[config.mk]
export PLATFORM = sky130hd
export DESIGN_NAME = rect_clip_window_command_gen
export DESIGN_NICKNAME = d
export VERILOG_FILES = /design/src/hdl/rcw_pkg.sv /design/src/hdl/rcw_front.sv /design/src/hdl/rcw_queue.sv /design/src/hdl/rcw_back.sv /design/src/hdl/rect_clip_window_command_gen.sv
export SDC_FILE = /design/constraint.sdc
export NUM_CORES = 1
export LEC_CHECK = 0
export BUFFER_PORTS_ARGS = -buffer_cell sky130_fd_sc_hd__buf_4
export CAP_MARGIN = 20
export CORE_UTILIZATION = 43
export DETAILED_ROUTE_END_ITERATION = 6
export PLACE_DENSITY = 0.6
export REMOVE_ABC_BUFFERS = 1
export SYNTH_ARGS = -nofsm -noshare
export SYNTH_HDL_FRONTEND = slang
export SYNTH_SLANG_ARGS = --single-unit
[constraint.sdc]
create_clock -name clock -period 19 [get_ports clock]
set_input_delay 3.8 -clock clock [delete_from_list [all_inputs] [get_ports clock]]
set_output_delay 3.8 -clock clock [all_outputs]
set_load 0.01 [all_outputs]
[src/hdl/rcw_pkg.sv]
`default_nettype none
// ----------------------------------------------------------------------------
// rcw_pkg
// Shared types and constants for the rectangle clip and window command block.
// ----------------------------------------------------------------------------
package rcw_pkg;

   localparam int COORD_IN_WIDTH  = 16;
   localparam int LIMIT_WIDTH     = 11;
   localparam int SIZE_WIDTH      = 12;
   localparam int OFFSET_WIDTH    = 8;
   localparam int WIDE_WIDTH      = 18;
   localparam int COLOR_WIDTH     = 16;
   localparam int FIRST_WIDTH     = 16;
   localparam int SECOND_WIDTH    = 23;
   localparam int CSR_INDEX_WIDTH = 4;
   localparam int CSR_DATA_WIDTH  = 11;
   localparam int QUEUE_DEPTH     = 4;
   localparam int QUEUE_PTR_WIDTH = $clog2(QUEUE_DEPTH);

   localparam logic [LIMIT_WIDTH-1:0]  RESET_LAST_COLUMN   = 11'd479;
   localparam logic [LIMIT_WIDTH-1:0]  RESET_LAST_ROW      = 11'd479;
   localparam logic [OFFSET_WIDTH-1:0] RESET_COLUMN_OFFSET = 8'd0;
   localparam logic [OFFSET_WIDTH-1:0] RESET_ROW_OFFSET    = 8'd0;

   typedef enum logic [1:0] {
      CMD_COLUMN_SET = 2'd0,
      CMD_ROW_SET    = 2'd1,
      CMD_MEM_WRITE  = 2'd2,
      CMD_REPEAT     = 2'd3
   } cmd_kind_type;

   typedef enum logic [CSR_INDEX_WIDTH-1:0] {
      REG_LAST_COLUMN   = 4'd0,
      REG_LAST_ROW      = 4'd1,
      REG_COLUMN_OFFSET = 4'd2,
      REG_ROW_OFFSET    = 4'd3
   } reg_index_type;

   typedef struct packed {
      logic [LIMIT_WIDTH-1:0]  last_column;
      logic [LIMIT_WIDTH-1:0]  last_row;
      logic [OFFSET_WIDTH-1:0] column_offset;
      logic [OFFSET_WIDTH-1:0] row_offset;
   } cfg_type;

   typedef struct packed {
      logic                   visible;
      logic [LIMIT_WIDTH-1:0] start;
      logic [SIZE_WIDTH-1:0]  size;
   } axis_type;

   // One clipped rectangle as it travels from the front to the back.
   typedef struct packed {
      logic                   new_window;
      logic [LIMIT_WIDTH-1:0] x;
      logic [SIZE_WIDTH-1:0]  w;
      logic [LIMIT_WIDTH-1:0] y;
      logic [SIZE_WIDTH-1:0]  h;
      logic [COLOR_WIDTH-1:0] color;
   } window_type;

   typedef struct packed {
      logic       valid;
      window_type entry;
   } queue_push_type;

endpackage : rcw_pkg
`default_nettype wire

[src/hdl/rcw_front.sv]
`default_nettype none
// ----------------------------------------------------------------------------
// rcw_front
// Accepts requests, flips and clips both axes, checks the window cache and
// pushes visible rectangles into the command queue.
// ----------------------------------------------------------------------------
module rcw_front (
   input  wire logic                                  clock,
   input  wire logic                                  reset,
   input  wire rcw_pkg::cfg_type                      cfg,
   input  wire logic                                  cache_flush,
   input  wire logic                                  req_valid,
   output logic                                       req_stall,
   input  wire logic signed [rcw_pkg::COORD_IN_WIDTH-1:0] req_rect_x,
   input  wire logic signed [rcw_pkg::COORD_IN_WIDTH-1:0] req_rect_y,
   input  wire logic signed [rcw_pkg::COORD_IN_WIDTH-1:0] req_rect_w,
   input  wire logic signed [rcw_pkg::COORD_IN_WIDTH-1:0] req_rect_h,
   input  wire logic [rcw_pkg::COLOR_WIDTH-1:0]       req_fill_color,
   input  wire logic                                  queue_full,
   output rcw_pkg::queue_push_type                    push
);

   function automatic rcw_pkg::axis_type clip_axis(
      input logic signed [rcw_pkg::COORD_IN_WIDTH-1:0] pos,
      input logic signed [rcw_pkg::COORD_IN_WIDTH-1:0] len,
      input logic [rcw_pkg::LIMIT_WIDTH-1:0]           limit
   );
      logic signed [rcw_pkg::WIDE_WIDTH-1:0] pos_w;
      logic signed [rcw_pkg::WIDE_WIDTH-1:0] len_w;
      logic signed [rcw_pkg::WIDE_WIDTH-1:0] lim_w;
      logic signed [rcw_pkg::WIDE_WIDTH-1:0] p;
      logic signed [rcw_pkg::WIDE_WIDTH-1:0] e;
      logic signed [rcw_pkg::WIDE_WIDTH-1:0] cs;
      logic signed [rcw_pkg::WIDE_WIDTH-1:0] ce;
      logic signed [rcw_pkg::WIDE_WIDTH-1:0] n;
      rcw_pkg::axis_type                     r;
      pos_w = rcw_pkg::WIDE_WIDTH'(pos);
      len_w = rcw_pkg::WIDE_WIDTH'(len);
      lim_w = signed'({{(rcw_pkg::WIDE_WIDTH-rcw_pkg::LIMIT_WIDTH){1'b0}}, limit});
      // a negative size spans back toward the origin and ends at pos
      if (len_w < 0) begin
         p = pos_w + len_w + 1;
         e = pos_w;
      end else begin
         p = pos_w;
         e = pos_w + len_w - 1;
      end
      cs = (p < 0) ? '0 : p;
      ce = (e > lim_w) ? lim_w : e;
      n  = ce - cs + 1;
      r.visible = (len_w != 0) && (p <= lim_w) && (e >= 0);
      r.start   = cs[rcw_pkg::LIMIT_WIDTH-1:0];
      r.size    = n[rcw_pkg::SIZE_WIDTH-1:0];
      return r;
   endfunction

   rcw_pkg::axis_type clip_x;
   rcw_pkg::axis_type clip_y;

   logic                                s1_valid_ff, s1_valid_in;
   logic [rcw_pkg::LIMIT_WIDTH-1:0]     s1_x_ff, s1_y_ff;
   logic [rcw_pkg::SIZE_WIDTH-1:0]      s1_w_ff, s1_h_ff;
   logic [rcw_pkg::COLOR_WIDTH-1:0]     s1_color_ff;
   logic                                accept;

   logic                                cache_valid_ff, cache_valid_in;
   logic [rcw_pkg::LIMIT_WIDTH-1:0]     cache_x_ff, cache_y_ff;
   logic [rcw_pkg::SIZE_WIDTH-1:0]      cache_w_ff, cache_h_ff;
   logic                                cache_hit;

   always_comb begin
      clip_x      = clip_axis(req_rect_x, req_rect_w, cfg.last_column);
      clip_y      = clip_axis(req_rect_y, req_rect_h, cfg.last_row);
      req_stall   = s1_valid_ff && queue_full;
      accept      = req_valid && !req_stall;
      // hold while stalled, drop rectangles with nothing on screen
      s1_valid_in = req_stall ? s1_valid_ff : (accept && clip_x.visible && clip_y.visible);

      cache_hit = cache_valid_ff && (cache_x_ff == s1_x_ff) && (cache_w_ff == s1_w_ff)
                  && (cache_y_ff == s1_y_ff) && (cache_h_ff == s1_h_ff);

      push.valid            = s1_valid_ff && !queue_full;
      push.entry.new_window = !cache_hit;
      push.entry.x          = s1_x_ff;
      push.entry.w          = s1_w_ff;
      push.entry.y          = s1_y_ff;
      push.entry.h          = s1_h_ff;
      push.entry.color      = s1_color_ff;

      cache_valid_in = cache_valid_ff;
      if (cache_flush) begin
         cache_valid_in = 1'b0;
      end else if (push.valid) begin
         cache_valid_in = 1'b1;
      end
   end

   always_ff @(posedge clock) begin
      if (reset) begin
         s1_valid_ff    <= 1'b0;
         cache_valid_ff <= 1'b0;
      end else begin
         s1_valid_ff    <= s1_valid_in;
         cache_valid_ff <= cache_valid_in;
      end
   end

   always_ff @(posedge clock) begin
      if (accept) begin
         s1_x_ff     <= clip_x.start;
         s1_w_ff     <= clip_x.size;
         s1_y_ff     <= clip_y.start;
         s1_h_ff     <= clip_y.size;
         s1_color_ff <= req_fill_color;
      end
      if (push.valid) begin
         cache_x_ff <= s1_x_ff;
         cache_w_ff <= s1_w_ff;
         cache_y_ff <= s1_y_ff;
         cache_h_ff <= s1_h_ff;
      end
   end

endmodule : rcw_front
`default_nettype wire

[src/hdl/rcw_queue.sv]
`default_nettype none
// ----------------------------------------------------------------------------
// rcw_queue
// Short queue of clipped rectangles between the front and the back.
// ----------------------------------------------------------------------------
module rcw_queue (
   input  wire logic                    clock,
   input  wire logic                    reset,
   input  wire rcw_pkg::queue_push_type push,
   output logic                         full,
   output logic                         head_valid,
   output rcw_pkg::window_type          head,
   input  wire logic                    pop
);

   rcw_pkg::window_type                   entries_ff [rcw_pkg::QUEUE_DEPTH];
   logic [rcw_pkg::QUEUE_PTR_WIDTH-1:0]   wr_ptr_ff, wr_ptr_in;
   logic [rcw_pkg::QUEUE_PTR_WIDTH-1:0]   rd_ptr_ff, rd_ptr_in;
   logic [rcw_pkg::QUEUE_PTR_WIDTH:0]     count_ff, count_in;
   logic                                  do_push, do_pop;

   always_comb begin
      full       = (count_ff == (rcw_pkg::QUEUE_PTR_WIDTH+1)'(rcw_pkg::QUEUE_DEPTH));
      head_valid = (count_ff != '0);
      head       = entries_ff[rd_ptr_ff];
      do_push    = push.valid && !full;
      do_pop     = pop && head_valid;
      wr_ptr_in  = do_push ? wr_ptr_ff + 1'b1 : wr_ptr_ff;
      rd_ptr_in  = do_pop ? rd_ptr_ff + 1'b1 : rd_ptr_ff;
      count_in   = count_ff;
      if (do_push && !do_pop) begin
         count_in = count_ff + 1'b1;
      end else if (do_pop && !do_push) begin
         count_in = count_ff - 1'b1;
      end
   end

   always_ff @(posedge clock) begin
      if (reset) begin
         wr_ptr_ff <= '0;
         rd_ptr_ff <= '0;
         count_ff  <= '0;
      end else begin
         wr_ptr_ff <= wr_ptr_in;
         rd_ptr_ff <= rd_ptr_in;
         count_ff  <= count_in;
      end
   end

   always_ff @(posedge clock) begin
      if (do_push) begin
         entries_ff[wr_ptr_ff] <= push.entry;
      end
   end

endmodule : rcw_queue
`default_nettype wire

[src/hdl/rcw_back.sv]
`default_nettype none
// ----------------------------------------------------------------------------
// rcw_back
// Walks each queued rectangle through its panel commands, one per cycle unless
// a full result register is stalled, into the result register.
// ----------------------------------------------------------------------------
module rcw_back (
   input  wire logic                              clock,
   input  wire logic                              reset,
   input  wire rcw_pkg::cfg_type                  cfg,
   input  wire logic                              head_valid,
   input  wire rcw_pkg::window_type               head,
   output logic                                   pop,
   output logic                                   rsp_valid,
   input  wire logic                              rsp_stall,
   output logic [1:0]                             rsp_cmd_kind,
   output logic [rcw_pkg::FIRST_WIDTH-1:0]        rsp_first_value,
   output logic [rcw_pkg::SECOND_WIDTH-1:0]       rsp_second_value,
   output logic                                   rsp_last_of_run
);

   rcw_pkg::cmd_kind_type                 step_ff, step_in;
   rcw_pkg::cmd_kind_type                 cur_kind;
   logic                                  load;

   logic                                  rsp_valid_ff, rsp_valid_in;
   rcw_pkg::cmd_kind_type                 kind_ff, kind_in;
   logic [rcw_pkg::FIRST_WIDTH-1:0]       first_ff, first_in;
   logic [rcw_pkg::SECOND_WIDTH-1:0]      second_ff, second_in;
   logic                                  last_ff, last_in;

   logic [rcw_pkg::SIZE_WIDTH-1:0]        col_start, col_end;
   logic [rcw_pkg::SIZE_WIDTH-1:0]        row_start, row_end;
   logic [2*rcw_pkg::SIZE_WIDTH-1:0]      pixels;

   always_comb begin
      col_start = rcw_pkg::SIZE_WIDTH'(head.x) + rcw_pkg::SIZE_WIDTH'(cfg.column_offset);
      col_end   = col_start + head.w - 1'b1;
      row_start = rcw_pkg::SIZE_WIDTH'(head.y) + rcw_pkg::SIZE_WIDTH'(cfg.row_offset);
      row_end   = row_start + head.h - 1'b1;
      pixels    = head.w * head.h;

      // skip the two set commands when the window is already loaded
      cur_kind = step_ff;
      if (step_ff == rcw_pkg::CMD_COLUMN_SET && !head.new_window) begin
         cur_kind = rcw_pkg::CMD_MEM_WRITE;
      end

      load = head_valid && (!rsp_valid_ff || !rsp_stall);
      pop  = load && (cur_kind == rcw_pkg::CMD_REPEAT);

      step_in      = step_ff;
      rsp_valid_in = rsp_valid_ff && rsp_stall;
      kind_in      = kind_ff;
      first_in     = first_ff;
      second_in    = second_ff;
      last_in      = last_ff;

      if (load) begin
         rsp_valid_in = 1'b1;
         kind_in      = cur_kind;
         last_in      = 1'b0;
         case (cur_kind)
            rcw_pkg::CMD_COLUMN_SET: begin
               first_in  = rcw_pkg::FIRST_WIDTH'(col_start);
               second_in = rcw_pkg::SECOND_WIDTH'(col_end);
               step_in   = rcw_pkg::CMD_ROW_SET;
            end
            rcw_pkg::CMD_ROW_SET: begin
               first_in  = rcw_pkg::FIRST_WIDTH'(row_start);
               second_in = rcw_pkg::SECOND_WIDTH'(row_end);
               step_in   = rcw_pkg::CMD_MEM_WRITE;
            end
            rcw_pkg::CMD_MEM_WRITE: begin
               first_in  = '0;
               second_in = '0;
               step_in   = rcw_pkg::CMD_REPEAT;
            end
            rcw_pkg::CMD_REPEAT: begin
               first_in  = head.color;
               second_in = pixels[rcw_pkg::SECOND_WIDTH-1:0];
               last_in   = 1'b1;
               step_in   = rcw_pkg::CMD_COLUMN_SET;
            end
            default: begin
               step_in = rcw_pkg::CMD_COLUMN_SET;
            end
         endcase
      end

      rsp_valid        = rsp_valid_ff;
      rsp_cmd_kind     = kind_ff;
      rsp_first_value  = first_ff;
      rsp_second_value = second_ff;
      rsp_last_of_run  = last_ff;
   end

   always_ff @(posedge clock) begin
      if (reset) begin
         step_ff      <= rcw_pkg::CMD_COLUMN_SET;
         rsp_valid_ff <= 1'b0;
      end else begin
         step_ff      <= step_in;
         rsp_valid_ff <= rsp_valid_in;
      end
   end

   always_ff @(posedge clock) begin
      kind_ff   <= kind_in;
      first_ff  <= first_in;
      second_ff <= second_in;
      last_ff   <= last_in;
   end

endmodule : rcw_back
`default_nettype wire

[src/hdl/rect_clip_window_command_gen.sv]
`default_nettype none
// ----------------------------------------------------------------------------
// rect_clip_window_command_gen
// Fill-rectangle request to panel command stream, with clipping and a cache
// of the last address window.
// ----------------------------------------------------------------------------
// The result channel carries one command per cycle unless rsp_stall holds it.
// A rectangle whose clipped window differs from the cached one produces four
// commands (column set, row set, memory write start, repeat), one that hits
// the cache produces two, and an empty or off-screen rectangle produces none
// and is dropped in the front stage. The front takes one request per cycle
// unless the four-entry queue is full, so it keeps accepting while the back
// stage works off earlier rectangles and a finished command waits in the
// output register; the back stage's command sequencer sets the sustained rate.
// A request is registered in the front, then in the queue, then in the output
// register, where its first command appears. The configuration port is always
// ready; every write, to any index, drops the cached window.
// ----------------------------------------------------------------------------
module rect_clip_window_command_gen (
   input  wire logic                                      clock,
   input  wire logic                                      reset,
   input  wire logic                                      req_valid,
   output logic                                           req_stall,
   input  wire logic signed [rcw_pkg::COORD_IN_WIDTH-1:0] req_rect_x,
   input  wire logic signed [rcw_pkg::COORD_IN_WIDTH-1:0] req_rect_y,
   input  wire logic signed [rcw_pkg::COORD_IN_WIDTH-1:0] req_rect_w,
   input  wire logic signed [rcw_pkg::COORD_IN_WIDTH-1:0] req_rect_h,
   input  wire logic [rcw_pkg::COLOR_WIDTH-1:0]           req_fill_color,
   output logic                                           rsp_valid,
   input  wire logic                                      rsp_stall,
   output logic [1:0]                                     rsp_cmd_kind,
   output logic [rcw_pkg::FIRST_WIDTH-1:0]                rsp_first_value,
   output logic [rcw_pkg::SECOND_WIDTH-1:0]               rsp_second_value,
   output logic                                           rsp_last_of_run,
   input  wire logic                                      csr_valid,
   output logic                                           csr_ready,
   input  wire logic [rcw_pkg::CSR_INDEX_WIDTH-1:0]       csr_index,
   input  wire logic [rcw_pkg::CSR_DATA_WIDTH-1:0]        csr_wdata
);

   rcw_pkg::cfg_type        cfg_ff, cfg_in;
   logic                    csr_write;
   rcw_pkg::queue_push_type push;
   logic                    queue_full;
   logic                    head_valid;
   rcw_pkg::window_type     head;
   logic                    pop;

   always_comb begin
      csr_ready = 1'b1;
      csr_write = csr_valid && csr_ready;
      cfg_in    = cfg_ff;
      if (csr_write) begin
         case (csr_index)
            rcw_pkg::REG_LAST_COLUMN:   cfg_in.last_column   = csr_wdata;
            rcw_pkg::REG_LAST_ROW:      cfg_in.last_row      = csr_wdata;
            rcw_pkg::REG_COLUMN_OFFSET:
               cfg_in.column_offset = csr_wdata[rcw_pkg::OFFSET_WIDTH-1:0];
            rcw_pkg::REG_ROW_OFFSET:
               cfg_in.row_offset = csr_wdata[rcw_pkg::OFFSET_WIDTH-1:0];
            default: cfg_in = cfg_ff;
         endcase
      end
   end

   always_ff @(posedge clock) begin
      if (reset) begin
         cfg_ff.last_column   <= rcw_pkg::RESET_LAST_COLUMN;
         cfg_ff.last_row      <= rcw_pkg::RESET_LAST_ROW;
         cfg_ff.column_offset <= rcw_pkg::RESET_COLUMN_OFFSET;
         cfg_ff.row_offset    <= rcw_pkg::RESET_ROW_OFFSET;
      end else begin
         cfg_ff <= cfg_in;
      end
   end

   rcw_front u_front (
      .clock          (clock),
      .reset          (reset),
      .cfg            (cfg_ff),
      .cache_flush    (csr_write),
      .req_valid      (req_valid),
      .req_stall      (req_stall),
      .req_rect_x     (req_rect_x),
      .req_rect_y     (req_rect_y),
      .req_rect_w     (req_rect_w),
      .req_rect_h     (req_rect_h),
      .req_fill_color (req_fill_color),
      .queue_full     (queue_full),
      .push           (push)
   );

   rcw_queue u_queue (
      .clock      (clock),
      .reset      (reset),
      .push       (push),
      .full       (queue_full),
      .head_valid (head_valid),
      .head       (head),
      .pop        (pop)
   );

   rcw_back u_back (
      .clock            (clock),
      .reset            (reset),
      .cfg              (cfg_ff),
      .head_valid       (head_valid),
      .head             (head),
      .pop              (pop),
      .rsp_valid        (rsp_valid),
      .rsp_stall        (rsp_stall),
      .rsp_cmd_kind     (rsp_cmd_kind),
      .rsp_first_value  (rsp_first_value),
      .rsp_second_value (rsp_second_value),
      .rsp_last_of_run  (rsp_last_of_run)
   );

   // only the repeat command closes a rectangle's run
   a_last_on_repeat : assert property (@(posedge clock) disable iff (reset)
      rsp_valid |-> (rsp_last_of_run == (rsp_cmd_kind == rcw_pkg::CMD_REPEAT)))
      else $error("last_of_run does not match repeat command");

   // a set command never carries an end address below its start
   a_window_order : assert property (@(posedge clock) disable iff (reset)
      (rsp_valid && (rsp_cmd_kind == rcw_pkg::CMD_COLUMN_SET
                     || rsp_cmd_kind == rcw_pkg::CMD_ROW_SET))
      |-> (rsp_first_value <= rsp_second_value[rcw_pkg::FIRST_WIDTH-1:0]))
      else $error("set command end address below start");

   // a visible rectangle always covers at least one pixel
   a_repeat_nonzero : assert property (@(posedge clock) disable iff (reset)
      (rsp_valid && rsp_cmd_kind == rcw_pkg::CMD_REPEAT) |-> (rsp_second_value != '0))
      else $error("repeat command with zero pixel count");

   // the sequencer only pops an entry that is there
   a_pop_has_head : assert property (@(posedge clock) disable iff (reset)
      pop |-> head_valid)
      else $error("queue popped while empty");

endmodule : rect_clip_window_command_gen
`default_nettype wire
Word level (Yosys, flattened, before mapping)

Memory sizes are Yosys's and may differ from the RTL's. A register that Yosys moved wholly into a read port is not among the register bits.
Cells that the tools add are included.

$add $sub $neg: 20
Multiply operators: 1
Magnitude comparators: 10
Eq/ne operators: 11
Mux-type cells: 20
Reductions and logical operators: 42

Operators with widths:

| operator                                                                      | number |
|---|---|
| 23-bit case mux with 4 select lines                                           | 1 |
| 18-bit two-way mux                                                            | 4 |
| 16-bit case mux with 4 select lines                                           | 1 |
| 32-bit nonzero test                                                           | 2 |
| 12-bit two-way mux                                                            | 4 |
| 18-bit by 2-bit adder with 18-bit output, second input constant               | 2 |
| 18-bit by 1-bit >= comparator with 1-bit output, second input constant        | 2 |
| 18-bit by 12-bit greater-than comparator with 1-bit output                    | 2 |
| 18-bit by 12-bit <= comparator with 1-bit output                              | 2 |
| 18-bit by 1-bit less-than comparator with 1-bit output, second input constant | 2 |
| 18-bit by 2-bit subtractor with 18-bit output, second input constant          | 2 |
| 16-bit by 16-bit adder with 17-bit output                                     | 2 |
| 16-bit by 1-bit less-than comparator with 1-bit output, second input constant | 2 |
| 11-bit by 8-bit adder with 12-bit output                                      | 2 |
| 12-bit adder                                                                  | 2 |
| 12-bit by 2-bit adder with 12-bit output, second input constant               | 2 |
| 12-bit equality test                                                          | 2 |
| 12-bit by 1-bit subtractor with 12-bit output, second input constant          | 2 |
| 12-bit subtractor                                                             | 2 |
| 12-bit by 12-bit multiplier with 23-bit output                                | 1 |
| 11-bit equality test                                                          | 2 |
| 1-bit logical AND                                                             | 21 |
| 4-bit by 2-bit equality test with 1-bit output, second input constant         | 2 |
| 1-bit zero test                                                               | 8 |
| 18 further kinds                                                              | 30 |

Flip-flop bits (word level): 200
RAM bits: 252
Bits of input ports: 100
Output and inout port bits: 45
Memories: 1

Memory list:

| name               | words | bits a word | rd ports | clocked after memory_dff | write ports | RTL line        | source |
|---|---|---|---|---|---|---|---|
| u_queue.entries_ff | 4     | 63          | 1        | 1                        | 1           | rcw_queue.sv:16 | `rcw_pkg::window_type entries_ff [rcw_pkg::QUEUE_DEPTH];` |

Longest topological paths before layout

Gate-level depths: netlist of run 1.

Word-level depth: 9
Gate-level depth with buffers: 39
Mapped depth without buffers: 38

Cells and area by module

From an unflattened synthesis of run 1, not the netlist that was laid out.

Cell total of the unflattened synthesis: 2652
Area total of the unflattened synthesis: 29975.0 µm²

Modules (own cells, without submodules):

| module                       | times used | cells an instance | area an instance (µm²) |
|---|---|---|---|
| rcw_front                    | 1          | 1100              | 10044.6 |
| rcw_queue                    | 1          | 377               | 9631.7 |
| rcw_back                     | 1          | 1025              | 8728.4 |
| rect_clip_window_command_gen | 1          | 150               | 1570.3 |

Least setup slack after synthesis of run 1

No wires, ideal clock.

Kind: input port to flip-flop
From: input req_rect_y[0] in the netlist's numbering
To: register u_front.s1_h_ff[11] in the netlist's numbering (data pin)
Data arrival time: 10054 ps
Data required time: 18740 ps
Path slack: 8685 ps
Cell stages on the path: 37
Cells stage by stage: ha_1 > fa_1 > a211oi_2 > o21bai_1 > and2_1 > buf_2 > nor4_1 > nor2b_1 > nor2b_1 > xnor2_1 > o21ai_0 > ha_1 > nand4_1 > nor2_1 > a21oi_1 > o211ai_1 > a21oi_1 > a41oi_1 > a211oi_1 > o221ai_1 > buf_6 > mux2i_1 > ha_1 > inv_1 > ha_1 > fa_1 > a21o_1 > a21oi_1 > o21bai_1 > a21oi_1 > o21bai_1 > a21oi_1 > o21bai_1 > a21oi_1 > xnor2_1 > xnor2_1 > xnor2_1

RTL lines:

| item                 | RTL line                           | source |
|---|---|---|
| start, declared      | rect_clip_window_command_gen.sv:25 | `input wire logic signed [rcw_pkg::COORD_IN_WIDTH-1:0] req_rect_y,` |
| end signal, assigned | rcw_front.sv:113                   | `s1_h_ff <= clip_y.size;` |
| end, declared        | rcw_front.sv:62                    | `logic [rcw_pkg::SIZE_WIDTH-1:0] s1_w_ff, s1_h_ff;` |

==> results of run 1 <==
## stage by stage
step / hold slack (ns) / setup slack (ns) / cell area [um^2] / cells
6_report: 0.469 / 8.31 / 32400 / 3504
4_1_cts: 0.468 / 8.31 / 32400 / 3504
2_1_floorplan: 0.452 / 8.30 / 28500 / 2394
3_3_place_gp: 0.468 / 7.89 / 30800 / 3418
3_5_place_dp: 0.483 / 7.75 / 30800 / 3418
5_1_grt: 0.484 / 7.69 / 32400 / 3504
## routing by layer
| metal | share of wire [%] | vias to the layer above | routed length (um) | global-route usage (%) |
|---|---|---|---|---|
| met5 | 0 | - | 0 | 0 |
| met4 | 3.3 | 0 | 2270 | 7.06 |
| met3 | 4.4 | 110 | 3040 | 2.86 |
| met2 | 49 | 451 | 34200 | 36.2 |
| met1 | 43 | 9189 | 30200 | 26.0 |
| li1 | - | 9047 | - | - |
## worst register-to-register path, stage by stage, from the launching register on
cell	delay [ns]
dfxtp_4	0.77
buf_4	0.66
mux4_2	0.74
inv_1	0.28
nor2_1	0.11
fa_1	0.49
fa_1	0.55
inv_1	0.05
fa_1	0.49
inv_1	0.06
fa_1	0.51
fa_1	0.50
ha_1	0.37
a21oi_1	0.15
o21ai_0	0.26
a211oi_1	0.39
nor3_1	0.14
o31a_1	0.31
o21a_1	0.18
o21ai_0	0.15
o31ai_1	0.10
## flip-flops by register name (all words and copies together) (netlist names), 2 cells and up, named ones only
name,cells
u_front.s1_y_ff,11
u_back.rsp_cmd_kind,2
u_front.s1_x_ff,11
u_front.s1_color_ff,16
u_queue.entries_ff,252
u_queue.rd_ptr_ff,2
u_queue.count_ff,3
u_back.step_ff,2
u_back.rsp_first_value,16
u_back.rsp_second_value,23
u_front.cache_w_ff,12
cfg_ff,38
u_front.cache_y_ff,11
u_queue.wr_ptr_ff,2
u_front.cache_h_ff,12
u_front.cache_x_ff,11
u_front.s1_h_ff,12
u_front.s1_w_ff,12
## placed cells by master (no fill, tap or decap), types with 9 or more instances in the layout
master | synthesis | routed
o21ai_0 | 71 | 71
xnor2_1 | 116 | 116
xor2_1 | 71 | 71
a221oi_1 | 11 | 11
dfxtp_1 | 52 | 50
a21o_1 | 28 | 28
a21oi_1 | 118 | 117
nand3_1 | 30 | 30
and2_1 | 19 | 14
clkbuf_16 | 0 | 47
nand4_1 | 23 | 23
o21bai_1 | 32 | 32
clkbuf_1 | 60 | 11
nor3_1 | 33 | 32
nor2b_1 | 19 | 19
nand2b_1 | 11 | 11
nor2_1 | 153 | 153
nand2_1 | 228 | 228
o211ai_1 | 30 | 30
inv_1 | 296 | 296
o21a_1 | 14 | 14
mux4_2 | 59 | 59
edfxtp_1 | 402 | 402
nor4_1 | 21 | 21
fa_1 | 108 | 108
mux2i_1 | 37 | 37
o2111ai_1 | 9 | 9
ha_1 | 248 | 248
buf_4 | 1 | 160
mux2_1 | 10 | 10
a211oi_1 | 10 | 10
## area by class of cell
type / instances / area, um^2
well taps: 864 / 1080
flip-flops and latches: 454 / 13100
inverters: 298 / 1120
fillers: 5940 / 33700
multi-input cells: 1642 / 14300
clock buffers: 61 / 1260
repair buffers: 160 / 1200
clock inverters: 25 / 294
## cell usage after synthesis (5+ instances only)
library cell	instances
nand2b_1	11
nor2b_1	19
nand3_1	30
mux4_2	59
o21ai_1	7
buf_2	13
dfxtp_1	52
mux2i_1	37
o2111ai_1	9
o31ai_1	5
xor2_1	71
and2_1	19
a221oi_1	11
nor4_1	21
mux2_1	10
nand2_1	228
and3_1	8
xnor2_1	116
a211oi_1	10
a21oi_1	118
mux2_4	6
nand4_1	23
o21bai_1	32
fa_1	108
a21o_1	28
o211ai_1	30
clkbuf_1	60
edfxtp_1	402
nor3_1	33
ha_1	248
a31oi_1	8
nor2_1	153
buf_1	7
mux2_2	8
inv_1	296
or3_1	7
o21a_1	14
o21ai_0	71
## cells by family after synthesis
kind of cell,count (synthesis),share of synthesized area [%]
AO/OA/AOI/OAI,391,8.87
XOR/XNOR,194,6.13
adder cells (fa/ha/maj),356,18.2
buffers and inverters,381,5.08
flip-flops,454,45.4
multiplexers,120,6.90
other,1,0.0130
AND/OR/NAND/NOR,580,9.31
## path summary, 6_finish.rpt
check / startpoint / to / slack [ns]
setup / recovery: req_rect_y[0] / u_front.s1_h_ff[11] / 8.31
hold / removal: u_front.s1_color_ff[14] / u_queue.entries_ff[1][14] / 0.47
setup reg to reg: flip-flop / u_back.rsp_second_value[21] / 11.52
hold reg to reg: u_front.s1_color_ff[14] / u_queue.entries_ff[1][14] / 0.47
## power breakdown
group          switching, mW  total [mW]  internal, mW
sequential            0.0688        1.25          1.19
clock                  0.384       0.923         0.539
combinational          0.382       0.661         0.278
==> impl_metrics.toml, run 1 <==
[die]
pin_count = 145
rows = 94
die-area_um2 = 68100
initial_core_util_pct = 43.7
fp.dieW_um = 261
die_height_um = 261
core_um2 = 66100

[yosys]
synth_seq_cells = 454
synth_top_cell_area_share_pct = 41.8
synth-edff-count = 402
ys.flop_type = "edfxtp_1"
ys_async_sr_fraction_pct = 0
seq_area_frac_synth_pct = 45.4
synth_area_um2 = 28900
synth_top_area_cell = "edfxtp_1"
ys_top_cells_by_area = "edfxtp_1 42%, ha_1 11%, fa_1 7.5%"
ys_types = 91
avgSynthCellArea_um2 = 11.6
yosys_warnings = 0
syn_inst = 2477

[clocking]
cts_tree = "built"
cts_setup_buffers = 0
cts_made_buffers = 46
clock-sinks = 454
clockRootBuffer = "clkbuf_16"
clockBufferDepth = 3
clkTransAtPathRegs_ns = 0.06
ctsHoldBuffers = 0
cts_resized = 0
clk_latency_ns = 0.59
htree_levels = 2

[global_routing]
grt_pass1_wl_um = 107000
overflow = 0
grt_max_degree = 68
track_usage_pct = 20.6
antenna_found_initial = 0
grt_pass1_vias = 19100

[placement]
gp_congestion = 0.883
io_buffers = 143
dp_hpwl_um = 52500

[worst_setup_path]
crit_path_frequent_cell = "a21oi_1"
critPathMaxStageDelay_ns = 0.47
cp.required_ns = 19.33
end_kind = "flip-flop"
rr_worst_depth = 20
slowest_stage = "fa_1"
crit_family = "compound AO/OA/AOI/OAI gates"
crit_cells = 35
crit_type = "input pin to flip-flop"
critPathMaxFanout = 11
cp.arrival_ns = 11.02
start_kind = "input pin"
worst-path-buf-inv = 2

[route]
drc = 1
firstDrtPassIters = 7
vias = 18800
ant_nets = 0
wl_per_cell_um = 19.9
initialDrtViolationCount = 1029
drt_wl_total_um = 69700
routed_via_density = 5.36

[timing]
hold_violations = 0
max_freq_mhz = 93.5
fin_setup_tns_ns = 0
grt_setup_unrepaired = "no"
maxSlewViolCount = 0
skew_ns = 0.0370
relSlewSlack_pct = 29.7
period_share_pct = 56.3
finalSetupViolCount = 0
period_needed_ns = 10.69
worstMarginPinSlew_ns = 1.05

[power]
power_density_nw_per_um2 = 87.6
p_leak_nw = 13.2
total_power_mw = 2.84
peakVddDrop_mv = 0.0749

[min_path]
hp-class = "flip-flop to flip-flop"
hold_depth = 0

[final_layout]
layout-drive-gt1-share_pct = 13.0
fin_nets = 3058
diodes = 0
syn2layout_area_growth_pct = 12.2
final_util_pct = 49.0

[run]
drv_cap = 0

[run_status]
status = "finished with violations"
violations = "DRC"
Power figures use the tool's default switching activity.
==> inputs of run 2 (changes only) <==
--- a/config.mk
+++ b/config.mk
@@ -5,6 +5,7 @@
 export SDC_FILE = /design/constraint.sdc
 export NUM_CORES = 1
 export LEC_CHECK = 0
+export ABC_AREA = 1
 export BUFFER_PORTS_ARGS = -buffer_cell sky130_fd_sc_hd__buf_4
 export CAP_MARGIN = 20
 export CORE_UTILIZATION = 43
==> constraint.sdc (replaced) <==
create_clock -name clock -period 10.6 [get_ports clock]
set_input_delay 2.12 -clock clock [delete_from_list [all_inputs] [get_ports clock]]
set_output_delay 2.12 -clock clock [all_outputs]
set_load 0.01 [all_outputs]
==> run 2 against run 1 <==
  * Clock skew decreased by 0.013 ns
  * The run now ends clean
  * Via count increased by 24%
  * Largest power group unchanged
  * Count of clock-buffer cells in the layout increased by 11
  * Non-clock buffer count increased by 13
  * Sequential power increased by 82%
  * Critical endpoint is now u_front.s1_w_ff[11]
==> impl_metrics.toml, run 2 <==
[run_status]
status = "finished clean"

[final_layout]
top_register = "u_queue.entries_ff"
fin_nets = 3980
syn2layout_area_growth_pct = 12.1
layout-drive-gt1-share_pct = 9.94
final_util_pct = 48.6
layout_common_cells = "704 x nand2_1, 516 x inv_1, 402 x edfxtp_1"
largest_reg_flops = 252
multiInputGateArea_um2 = 14900
seq_area_um2 = 13100
final_common_cell = "nand2_1"
n_fill_cell = 6708
diodes = 0

[timing]
maxSlewViolCount = 0
hold_violations = 0
max_freq_mhz = 117
finalSetupViolCount = 0
worstMarginPinSlew_ns = 1.27
relSlewSlack_pct = 15.4
skew_ns = 0.0245
grt_setup_unrepaired = "no"
period_share_pct = 80.3
period_needed_ns = 8.51
fin_setup_tns_ns = 0

[die]
initial_core_util_pct = 43.4
rows = 97
die-area_um2 = 71700
fp.dieW_um = 268
die_height_um = 268
pin_count = 145
core_um2 = 70000

[clocking]
cts_resized = 0
clock-sinks = 454
cts_setup_buffers = 0
clk_latency_ns = 0.59
cts_made_buffers = 48
ctsHoldBuffers = 0
clockBufferDepth = 3
cts_tree = "built"
htree_levels = 2
clkTransAtPathRegs_ns = 0.06
clockRootBuffer = "clkbuf_16"

[worst_setup_path]
end_kind = "flip-flop"
critPathMaxStageDelay_ns = 0.44
crit_type = "input pin to flip-flop"
slowest_stage = "fa_1"
cp.required_ns = 10.92
critPathMaxFanout = 23
cp.arrival_ns = 8.83
crit_path_frequent_cell = "nand2_1"
start_kind = "input pin"

[min_path]
hp-class = "flip-flop to flip-flop"

[yosys]
ys_types = 62
synthTopCellsByCount = "704 x nand2_1, 520 x inv_1, 402 x edfxtp_1"
syn_inst = 3389
synth_most_common_cell = "nand2_1"
synth_seq_cells = 454
synth-edff-count = 402
synth_top_area_cell = "edfxtp_1"
avgSynthCellArea_um2 = 8.97
ys.flop_type = "edfxtp_1"
synth_top_cell_area_share_pct = 39.7
ys_top_cells_by_area = "edfxtp_1 40%, ha_1 10%, nand2_1 8.7%"
ys_async_sr_fraction_pct = 0
yosys_warnings = 0
seq_area_frac_synth_pct = 43.1
synth_area_um2 = 30400

[power]
p_int_mw = 3.68
seq_power_share_pct = 41.1
clkPwrFrac_pct = 29.6
peakVddDrop_mv = 0.132
p_switching_mw = 1.84
power_frac_comb_pct = 29.4
power_density_nw_per_um2 = 162
p_leak_nw = 15.1
swShare_pct = 33.3

[route]
ant_nets = 0
routed_via_density = 5.16
initialDrtViolationCount = 1548
wl_per_cell_um = 17.3
vias = 23200
drc = 0
drt_wl_total_um = 78000
firstDrtPassIters = 5

[placement]
gp_congestion = 0.911
dp_hpwl_um = 59800
io_buffers = 143

[global_routing]
track_usage_pct = 21.9
antenna_found_initial = 2
met3_usage_pct = 2.03
overflow = 0
use_met2_pct = 38.3
grt_max_degree = 71
grt_pass1_wl_um = 122000
use_met1_pct = 29.0
top_usage_layer = "met2"
grt_pass1_vias = 22300

[run]
drv_cap = 0
==> run 2: cell count changes after synthesis, sizes merged, moves of 41 or more <==
cell   previous run  this run
nand2           228       741
inv             297       534
nor2            154       316
o21ai            80       242
nand3            30       127
xnor2           120        28
a21oi           119       203
mux4             59         0
o22ai             2        43
==> run 2: cell families after synthesis <==
logic type                 Yosys count  synth area share (%)
adders and majority gates          356                  17.3
buffers and inverters              625                  7.86
and+or+nand+nor                   1283                  18.1
AOI/OAI and AO/OA                  596                  11.2
other                                1                0.0123
DFF                                454                  43.1
xor gates and xnor gates            74                  2.28
==> run 2: stage by stage <==
step,worst slack [ns],power (mW),hold WS [ns],instances,area (um^2)
2_1_floorplan,0.427,3.43,0.426,3301,30000
3_3_place_gp,1.73,3.91,0.435,4414,32500
3_5_place_dp,1.58,3.92,0.440,4414,32500
4_1_cts,2.18,5.55,0.450,4503,34100
5_1_grt,1.17,5.88,0.472,4503,34100
6_report,2.09,5.52,0.449,4503,34100
==> run 2: layout make-up <==
type,count,area share (%)
inverters,537,5.92
well taps,940,3.45
repair buffers,173,3.81
flip-flops and latches,454,38.5
clock inverters,17,0.448
multi-input cells,2310,43.8
clock buffers,72,4.06
==> run 2: power groups by stage <==
| stage | combinational (mW) | clock (mW) | sequential, mW |
|---|---|---|---|
| final | 1.62 | 1.63 | 2.27 |
| after CTS | 1.63 | 1.66 | 2.27 |
| after global placement | 1.61 | 0 | 2.30 |
| after floorplan | 1.19 | 0 | 2.24 |
| after global routing | 1.87 | 1.73 | 2.28 |
| after detailed placement | 1.62 | 0 | 2.30 |
==> run 2: final timing paths <==
kind / slack, ns / startpoint / cells after the start / endpoint
max: 2.09 / req_rect_x[0] / 49 / u_front.s1_w_ff[11]
min: 0.45 / cfg_ff[13] / 2 / cfg_ff[13]
max reg2reg: 2.98 / flip-flop / 29 / u_back.rsp_second_value[20]
min reg2reg: 0.45 / cfg_ff[13] / 2 / cfg_ff[13]
==> run 2: metal layers <==
metal / share of wire [%] / vias up / wire, um
li1: - / 11600 / -
met1: 45 / 10900 / 35000
met2: 48 / 556 / 37700
met3: 4.1 / 125 / 3190
met4: 2.7 / 0 / 2070
met5: 0 / - / 0
==> run 2: critical path, delay by kind of cell <==
kind	cells	cell delay, ns
AND/OR/NAND/NOR	24	2.59
adder cells (fa/ha/maj)	6	1.69
AO/OA/AOI/OAI	9	1.46
buffers and inverters	8	0.64
XOR/XNOR	2	0.33
==> inputs of run 3 (changes only) <==
--- a/config.mk
+++ b/config.mk
@@ -10,7 +10,7 @@
 export CAP_MARGIN = 20
 export CORE_UTILIZATION = 43
 export DETAILED_ROUTE_END_ITERATION = 6
-export PLACE_DENSITY = 0.6
+export PLACE_DENSITY = 0.62
 export REMOVE_ABC_BUFFERS = 1
 export SYNTH_ARGS = -nofsm -noshare
 export SYNTH_HDL_FRONTEND = slang
==> constraint.sdc (replaced) <==
create_clock -name clock -period 6.9 [get_ports clock]
set_input_delay 1.38 -clock clock [delete_from_list [all_inputs] [get_ports clock]]
set_output_delay 1.38 -clock clock [all_outputs]
set_load 0.01 [all_outputs]
==> run 3 against run 2 <==
  * Sequential power up 53%
  * Critical path depth shrank 6
  * Register-to-register slack lost 2.6 ns
  * Combinational power grew 79%
  * Count of clock-buffer cells in the layout down 16
  * Sequential share of layout area shrank 2.3 points
  * Worst hold slack improved by 0.00075 ns
  * Power grew 62%
  * Highest routed layer unchanged
==> impl_metrics.toml, run 3 (same netlist as run 2, synthesis figures left out) <==
[clocking]
clockRootBuffer = "clkbuf_16"
clk_latency_ns = 0.59
cts_made_buffers = 47
clockBufferDepth = 3
ctsHoldBuffers = 0
cts_tree = "built"
clkTransAtPathRegs_ns = 0.06
clock-sinks = 454
htree_levels = 2

[route]
vias = 24200
drc = 0
routed_via_density = 5.10
drt_wl_total_um = 81100
ant_nets = 0
initialDrtViolationCount = 1459
wl_per_cell_um = 17.1
firstDrtPassIters = 6

[die]
pin_count = 145
core_um2 = 70000
die_height_um = 268
die-area_um2 = 71700
initial_core_util_pct = 43.4
rows = 97
fp.dieW_um = 268

[worst_setup_path]
slowest_stage = "ha_1"
cp.required_ns = 7.22
crit_path_frequent_cell = "nand2_1"
cp.arrival_ns = 6.93
start_kind = "input pin"
crit_cells = 43
rr_worst_depth = 30
worst-path-buf-inv = 7
crit_type = "input pin to flip-flop"
end_kind = "flip-flop"
critPathMaxStageDelay_ns = 0.38
critPathMaxFanout = 6
crit_family = "simple AND/OR/NAND/NOR gates"

[timing]
maxSlewViolCount = 0
relSlewSlack_pct = 8.95
worstMarginPinSlew_ns = 1.35
period_needed_ns = 6.62
grt_setup_unrepaired = "yes"
holdWs_ns = 0.449
skew_ns = 0.0289
hold_violations = 0
finalSetupViolCount = 0
max_freq_mhz = 151
period_share_pct = 95.9

[placement]
dp_hpwl_um = 61800
gp_congestion = 0.932
io_buffers = 143
dpl.cell_count = 4632

[min_path]
hold_depth = 2
hp-class = "flip-flop to flip-flop"

[global_routing]
track_usage_pct = 22.6
overflow = 0
antenna_found_initial = 0
grt_pass1_wl_um = 126000
grt_pass1_vias = 23600
grt_max_degree = 79

[final_layout]
layout_common_cells = "699 x nand2_1, 511 x inv_1, 402 x edfxtp_1"
layout-drive-gt1-share_pct = 16.7
stdcell_count = 4735
fin_nets = 4213
top_register = "u_queue.entries_ff"
diodes = 0
final_common_cell = "nand2_1"
syn2layout_area_growth_pct = 19.3
largest_reg_flops = 252
n_fill_cell = 6530

[run_status]
status = "finished clean"

[run]
drv_cap = 0

[power]
power_density_nw_per_um2 = 247
peakVddDrop_mv = 0.167
p_leak_nw = 16.3
-- run 3: area by class of cell --
class	count	area (um^2)	share of cell area [%]
Clock buffer	56	1230	3.40
Timing Repair Buffer	406	3140	8.66
Tap cell	940	1180	3.25
Inverter	537	2020	5.58
Clock inverter	31	345	0.953
Sequential cell	454	13100	36.2
Multi-Input combinational cell	2311	15200	42.0
-- run 3: worst register-to-register path, delay by kind of cell (launching register included) --
kind / cells / cell delay (ns)
AO/OA/AOI/OAI: 5 / 0.70
adder cells (fa/ha/maj): 6 / 2.87
buffers and inverters: 7 / 1.09
flip-flops: 1 / 0.37
AND/OR/NAND/NOR: 12 / 1.20
-- run 3: power breakdown --
group | switching (mW) | internal, mW | leakage (nW)
registers | 0.195 | 3.28 | 4.12
logic | 1.69 | 1.21 | 11.4
clock network | 1.05 | 1.54 | 0.762
total | 2.93 | 6.03 | 16.3
-- run 3: path summary, 6_finish.rpt --
check | start | end | slack [ns]
worst max-delay path | req_rect_x[2] | u_front.s1_w_ff[11] | 0.28
worst min-delay path | cfg_ff[12] | cfg_ff[12] | 0.45
worst max register to register | flip-flop | u_back.rsp_second_value[20] | 0.43
worst min register to register | cfg_ff[12] | cfg_ff[12] | 0.45
-- run 3: per-layer routing --
metal / global-route usage, % / up-vias / share of wire (%)
met2: 40.9 / 576 / 50
li1: - / 12100 / -
met5: 0 / - / 0
met4: 7.71 / 0 / 3.4
met3: 2.13 / 142 / 3.8
met1: 28.2 / 11300 / 43
-- run 3: what timing repair did --
action	4_1_cts	5_1_grt
gates cloned	0	2
setup buffers	0	14
pin swaps	4	42
resized for setup	9	70
endpoints found under the setup margin	1	8
-- run 3: through the flow --
step           utilization, %  cell area (um^2)  setup TNS (ns)  setup slack (ns)  power [mW]
2_1_floorplan               -             30000          -54.93             -3.27        5.27
3_3_place_gp             48.8             34200           -1.75            -0.689        6.28
3_5_place_dp             48.8             34200           -2.47            -0.793        6.31
4_1_cts                  51.1             35800               0            0.0354        8.91
5_1_grt                  51.8             36200          -0.340            -0.173        9.51
6_report                 51.8             36200               0             0.282        8.96
